File: src/wfd_pkg.sv
// wfd_pkg: shared types, constants and helper functions of the 2-D wave solver
// used by wfd_ctrl, wfd_datapath and the top level wave_fdtd_2d_neumann
// no dependencies
package wfd_pkg;

  localparam int COLS_MAX  = 64;
  localparam int ROWS_MAX  = 64;
  localparam int SAMPLE_W  = 32;
  localparam int FRAC_BITS = SAMPLE_W - 5;
  localparam int CELLS     = COLS_MAX * ROWS_MAX;
  localparam int ADDR_W    = $clog2(CELLS);
  localparam int COL_W     = $clog2(COLS_MAX);
  localparam int ROW_W     = $clog2(ROWS_MAX);
  localparam int SIZE_W    = 7;
  localparam int WEIGHT_W  = 17;
  localparam int CNT_W     = 13;
  localparam int EDGE_W    = 7;

  // stencil sweep: one read per cell plus one column of look-ahead, then pipeline drain
  localparam int SWEEP_LEN  = CELLS + ROWS_MAX;
  localparam int SWEEP_LAST = SWEEP_LEN + 2;

  localparam logic [WEIGHT_W-1:0] WEIGHT_ONE = WEIGHT_W'(65536);
  localparam logic [SAMPLE_W-1:0] SAMPLE_ONE = SAMPLE_W'(1) << FRAC_BITS;
  localparam logic [SAMPLE_W-1:0] SAMPLE_NEG_ONE = ~SAMPLE_ONE + SAMPLE_W'(1);

  typedef enum logic [1:0] {
    OP_INIT = 2'd0,
    OP_STEP = 2'd1,
    OP_READ = 2'd2
  } op_t;

  localparam logic [1:0] CFG_COLS   = 2'd0;
  localparam logic [1:0] CFG_ROWS   = 2'd1;
  localparam logic [1:0] CFG_WEIGHT = 2'd2;

  typedef enum logic [3:0] {
    ST_CLEAR,
    ST_IDLE,
    ST_SWEEP,
    ST_EDGE_RD,
    ST_EDGE_WR,
    ST_ROTATE,
    ST_CELL,
    ST_DONE
  } state_t;

  typedef struct packed {
    logic              clear;
    logic              impulse;
    logic              steps_clr;
    logic [CNT_W-1:0]  addr;
    logic              sweep;
    logic              edge_wr;
    logic              edge_row;
    logic [EDGE_W-1:0] edge_idx;
    logic              rotate;
    logic              cell_sel;
  } wfd_cmd_t;

  function automatic logic [SIZE_W-1:0] clamp_size(input logic [SIZE_W-1:0] v,
                                                  input logic [SIZE_W-1:0] hi);
    logic [SIZE_W-1:0] r;
    r = v;
    if (v < SIZE_W'(4)) r = SIZE_W'(4);
    else if (v > hi) r = hi;
    return r;
  endfunction

  function automatic logic [WEIGHT_W-1:0] clamp_weight(input logic [WEIGHT_W-1:0] v);
    return (v > WEIGHT_ONE) ? WEIGHT_ONE : v;
  endfunction

endpackage

File: src/wfd_ctrl.sv
// wfd_ctrl: sequencer for clear, stencil sweep, wall copy, grid rotation and reads
// depends on wfd_pkg
module wfd_ctrl (
  input  logic                      clk,
  input  logic                      rst,
  input  logic                      in_valid,
  output logic                      in_ready,
  input  logic [1:0]                op,
  input  logic [wfd_pkg::SIZE_W-1:0] cols,
  input  logic [wfd_pkg::SIZE_W-1:0] rows,
  input  logic                      out_free,
  output logic                      load_out,
  output wfd_pkg::wfd_cmd_t         cmd
);
  import wfd_pkg::*;

  state_t           state, state_next;
  logic [CNT_W-1:0] cnt, cnt_next;
  logic             edge_row, edge_row_next;
  logic             item_busy;
  logic [7:0]       edge_last;
  logic             in_fire;

  assign in_fire   = in_valid && in_ready;
  assign edge_last = edge_row ? ({1'b0, cols} << 1) - 8'd1 : ({1'b0, rows} << 1) - 8'd1;

  always_comb begin
    state_next    = state;
    cnt_next      = cnt;
    edge_row_next = edge_row;
    case (state)
      ST_CLEAR: begin
        cnt_next = cnt + CNT_W'(1);
        if (cnt == CNT_W'(CELLS - 1)) begin
          state_next = item_busy ? ST_DONE : ST_IDLE;
          cnt_next   = '0;
        end
      end
      ST_IDLE: begin
        cnt_next = '0;
        if (in_fire) begin
          case (op)
            OP_INIT: state_next = ST_CLEAR;
            OP_STEP: state_next = ST_SWEEP;
            OP_READ: state_next = ST_CELL;
            default: state_next = ST_DONE;
          endcase
        end
      end
      ST_SWEEP: begin
        cnt_next = cnt + CNT_W'(1);
        if (cnt == CNT_W'(SWEEP_LAST)) begin
          state_next    = ST_EDGE_RD;
          cnt_next      = '0;
          edge_row_next = 1'b0;
        end
      end
      ST_EDGE_RD: state_next = ST_EDGE_WR;
      ST_EDGE_WR: begin
        state_next = ST_EDGE_RD;
        cnt_next   = cnt + CNT_W'(1);
        if ({1'b0, cnt[EDGE_W-1:0]} == edge_last) begin
          cnt_next = '0;
          if (edge_row) state_next = ST_ROTATE;
          else edge_row_next = 1'b1;
        end
      end
      ST_ROTATE: state_next = ST_DONE;
      ST_CELL:   state_next = ST_DONE;
      ST_DONE:   if (out_free) state_next = ST_IDLE;
      default:   state_next = ST_IDLE;
    endcase
  end

  always_comb begin
    in_ready      = (state == ST_IDLE);
    load_out      = (state == ST_DONE) && out_free;
    cmd.clear     = (state == ST_CLEAR);
    cmd.impulse   = item_busy;
    cmd.steps_clr = (state == ST_CLEAR) && item_busy;
    cmd.addr      = cnt;
    cmd.sweep     = (state == ST_SWEEP);
    cmd.edge_wr   = (state == ST_EDGE_WR);
    cmd.edge_row  = edge_row;
    cmd.edge_idx  = cnt[EDGE_W-1:0];
    cmd.rotate    = (state == ST_ROTATE);
    cmd.cell_sel  = (op == OP_READ);
  end

  always_ff @(posedge clk) begin
    if (rst) begin
      state     <= ST_CLEAR;
      cnt       <= '0;
      edge_row  <= 1'b0;
      item_busy <= 1'b0;
    end else begin
      state    <= state_next;
      cnt      <= cnt_next;
      edge_row <= edge_row_next;
      if (in_fire) item_busy <= 1'b1;
      else if (load_out) item_busy <= 1'b0;
    end
  end

  a_load_busy: assert property (@(posedge clk) disable iff (rst) load_out |-> item_busy)
    else $error("result loaded with no item in flight");
  a_fire_blocks: assert property (@(posedge clk) disable iff (rst) in_fire |=> !in_ready)
    else $error("second item taken while first in progress");
  a_sweep_bound: assert property (@(posedge clk) disable iff (rst)
    (state == ST_SWEEP) |-> (cnt <= CNT_W'(SWEEP_LAST)))
    else $error("sweep counter overran");
  a_done_idle: assert property (@(posedge clk) disable iff (rst) load_out |=> in_ready)
    else $error("not idle after result");

endmodule

File: config.mk
export PLATFORM = sky130hd
export DESIGN_NAME = wfd_ctrl
export DESIGN_NICKNAME = d
export VERILOG_FILES = /design/src/wfd_pkg.sv /design/src/wfd_ctrl.sv
export SDC_FILE = /design/constraint.sdc
export NUM_CORES = 1
export LEC_CHECK = 0
export ABC_CLOCK_PERIOD_IN_PS = 2330
export BUFFER_PORTS_ARGS = -buffer_cell sky130_fd_sc_hd__buf_2
export CAP_MARGIN = 20
export CELL_PAD_IN_SITES_DETAIL_PLACEMENT = 1
export CELL_PAD_IN_SITES_GLOBAL_PLACEMENT = 1
export CORE_MARGIN = 3
export CORE_UTILIZATION = 33
export DETAILED_ROUTE_END_ITERATION = 10
export PLACE_DENSITY_LB_ADDON = 0.2
export RECOVER_POWER = 100
export SLEW_MARGIN = 25
export SYNTH_ARGS = -nofsm -noshare
export SYNTH_HDL_FRONTEND = slang
export SYNTH_SLANG_ARGS = --single-unit
File: constraint.sdc
create_clock -name clk -period 2.33 [get_ports clk]
set_input_delay 0.1165 -clock clk [delete_from_list [all_inputs] [get_ports clk]]
set_output_delay 0.1165 -clock clk [all_outputs]
set_load 0.005 [all_outputs]
==> run_results.csv <==
group,metric,value,unit
yosys,yosysWarnings,0,
setup_path,cpPeakStageDelay,0.52,ns
grt,grt_pass1_wl,9460,um
setup_path,endpoint_kind,"flip-flop",
yosys,synth_top_area_cell,"dfxtp_1",
grt,grt_usage,18.8,%
yosys,ys_seq_elements,18,
setup_path,cpLargestDelayFamily,"simple AND/OR/NAND/NOR gates",
drt,wirelength,5710,um
timing,fmax,449,MHz
pwr,ir_worst_vdd,0.000175,V
clocking,cts-htree-levels,1,
setup_path,startpoint_type,"flip-flop",
setup_path,cp.required,2.48,ns
final_layout,final_layout_size_suffix_gt1_share,30.5,%
setup_path,worst_path_max_delay_cell,"or4_1",
job,drv_cap,0,
timing,drv_slew,0,
clocking,cts_buffers,3,
clocking,ctsHoldBuffers,0,
timing,hold_viol_final,0,
timing,setup_violations,0,
die,die-area,0.00606,mm2
yosys,syn-num-nets,264,
timing,setup_tns,0,ns
clocking,cts_tree,"done",
setup_path,path_cells,"xor2_1, and3b_1, nor4_2, nand4_1, or4_1, buf_6, a41oi_1, a31oi_1",
drt,ant_nets,0,
die,core_area,0.00485,mm2
drt,vias,1946,
setup_path,worstSetupPathType,"flip-flop to flip-flop",
timing,worst_pin_slew,0.510,ns
yosys,yosysTopAreaCellShare,21.1,%
place,gp_congestion,0.810,
clocking,cts.sinks,18,
grt,overflow,0,
final_layout,synthToLayoutAreaGrowth,28.4,%
clocking,clkSlewWorstSetupHoldPaths,0.08,ns
setup_path,r2r_slack,0.10,ns
timing,rsz0062_at_grt,"true",
final_layout,utilization,45.1,%
grt,first_global_vias,2025,
yosys,synth_cell_types,44,
yosys,async_flop_share,0,%
setup_path,reg2reg_to,"cnt[2]",
min_path,hold_end,"item_busy",
yosys,syn_area_per_cell,7.10,um2
setup_path,path_buf_inv,1,
drt,routedWlPerCell,15.6,um
die,fp.dieW,77.9,um
status,outcome,"completed",
clocking,cts-root-buf,"clkbuf_8",
timing,slew_headroom,65.7,%
setup_path,crit_fanout,14,
yosys,synth_cells,240,
timing,fin_crit_sh,95.6,%
yosys,synth_edf_count,0,
min_path,min_from,"in_valid",
die,fp-row-count,25,
setup_path,crit_arrival,2.37,ns
clocking,post_cts_buffers,0,
drt,viasPerCell,5.33,
place,dp_hpwl,4560,um
die,design.portCount,50,
pwr,p_leak,0.947,nW
final_layout,n_antenna_cell,0,
place,port-buffer-count,49,
clocking,clk_latency,0.26,ns
die,initial_core_util,35.1,%
final_layout,design_area,0.00219,mm2
die,die_y,77.9,um
clocking,clockBufferDepth,2,
min_path,whs_path_depth,3,
yosys,seq_area_frac_synth,21.1,%
pwr,power_density,366,mW/mm2
drt,drc,0,
final_layout,fin_nets,323,
timing,fin_crit,2.23,ns
drt,dr.pass1.iters,4,
drt,drtIter0Drc,64,
yosys,synth_ff_type,"dfxtp_1",
min_path,hold_path.class,"input pin to flip-flop",
place,place_area,0.00210,mm2
setup_path,r2r-start,"cnt[4]",
setup_path,reg2regPathDepth,8,
yosys,netlist_area,0.00170,mm2
grt,grt_max_degree,17,
timing,fin_worst_skew,0.00318,ns
yosys,ys_top_cells_by_area,"dfxtp_1 (21%), nand2_1 (5.1%), buf_4 (4.8%), a21oi_1 (4.4%), xnor2_1 (4.1%)",
grt,antenna_found_initial,0,
==> worst reg2reg max path, stage by stage, from the launching register on <==
cell	delay [ns]
dfxtp_2	0.37
xor2_1	0.17
and3b_1	0.19
nor4_2	0.27
nand4_1	0.16
or4_1	0.52
buf_6	0.17
a41oi_1	0.22
a31oi_1	0.05
==> registers in the layout, indices dropped and copies added (netlist names) <==
name / flops
cnt: 13
edge_row: 1
item_busy: 1
state: 3
==> cells in the mapped netlist (7+ instances only) <==
cell type,count
nand3_1,11
clkbuf_1,9
nand4_1,7
a31oi_1,9
xnor2_1,8
nand2_1,23
a21oi_1,15
nor2_1,16
dfxtp_1,18
buf_4,11
o21ai_0,10
nor3_1,12
inv_1,14
==> worst max-delay path by stage <==
stage              from     end  cells past startpoint
4_1_cts        edge_row  cnt[9]                      8
3_5_place_dp    rows[0]  cnt[5]                     11
2_1_floorplan    cnt[1]  cnt[6]                     10
3_3_place_gp   edge_row  cnt[2]                      8
6_report         cnt[4]  cnt[2]                      8
5_1_grt          cnt[0]  cnt[9]                     10
==> cell type report <==
cell class                      instances  area, um2
Clock buffer                            4       55.1
Fill cell                             649       2660
Inverter                               14       52.6
Multi-Input combinational cell        184       1180
Sequential cell                        18        368
Tap cell                               67       83.8
Timing Repair Buffer                   78        448
==> routing by layer <==
metal | vias to the layer above | global-route usage (%) | wire, um | share of wire [%]
met5 | - | 0 | 0 | 0
met4 | 0 | 5.16 | 55 | 0.96
met3 | 5 | 1.86 | 207 | 3.6
met2 | 31 | 33.4 | 2860 | 50
met1 | 937 | 24.0 | 2590 | 45
li1 | 973 | - | - | -
==> cell families (layout without fill, tap and decap cells) <==
logic type	Yosys count	in the layout	share of synthesized area (%)
AOI/OAI and AO/OA	52	52	19.1
muxes	4	4	2.35
xor gates and xnor gates	13	13	6.68
DFF	18	18	21.1
adders and majority gates	5	5	3.52
buffers and inverters	38	96	11.8
and+or+nand+nor	110	110	35.4
==> power by group <==
part	switching, mW	total, mW	leakage [nW]	internal, mW
sequential	0.00791	0.328	0.148	0.320
clock	0.117	0.267	0.0288	0.150
combinational	0.113	0.205	0.770	0.0924
total	0.238	0.800	0.947	0.563
==> cells in the final DEF, fill, tap and decap left out, types with 5 or more instances in the layout <==
master	instances
xnor2_1	8
buf_4	24
nand2_1	22
and3_1	6
buf_2	45
nand3_1	11
nor3b_1	6
nor2_1	16
nor3_1	12
a31oi_1	8
xor2_1	5
inv_1	14
a21oi_1	15
dfxtp_1	14
nand4_1	7
o21ai_0	10
clkbuf_1	7
==> stage by stage <==
stage	cells	power, mW	hold slack (ns)	setup WS [ns]
after CTS	365	0.808	0.150	0.0324
after global placement	361	0.536	0.408	0.0355
after floorplan	240	0.450	0.256	0.111
after global routing	365	0.844	0.202	-0.0192
final	365	0.800	0.158	0.103
after detailed placement	361	0.540	0.420	-0.0534
==> what timing repair did <==
item	CTS	global route
endpoints found under the setup margin	3	13
pin swaps	1	2
cloned	0	0
gates resized for setup	4	9
(Power assumes the default switching activity.)
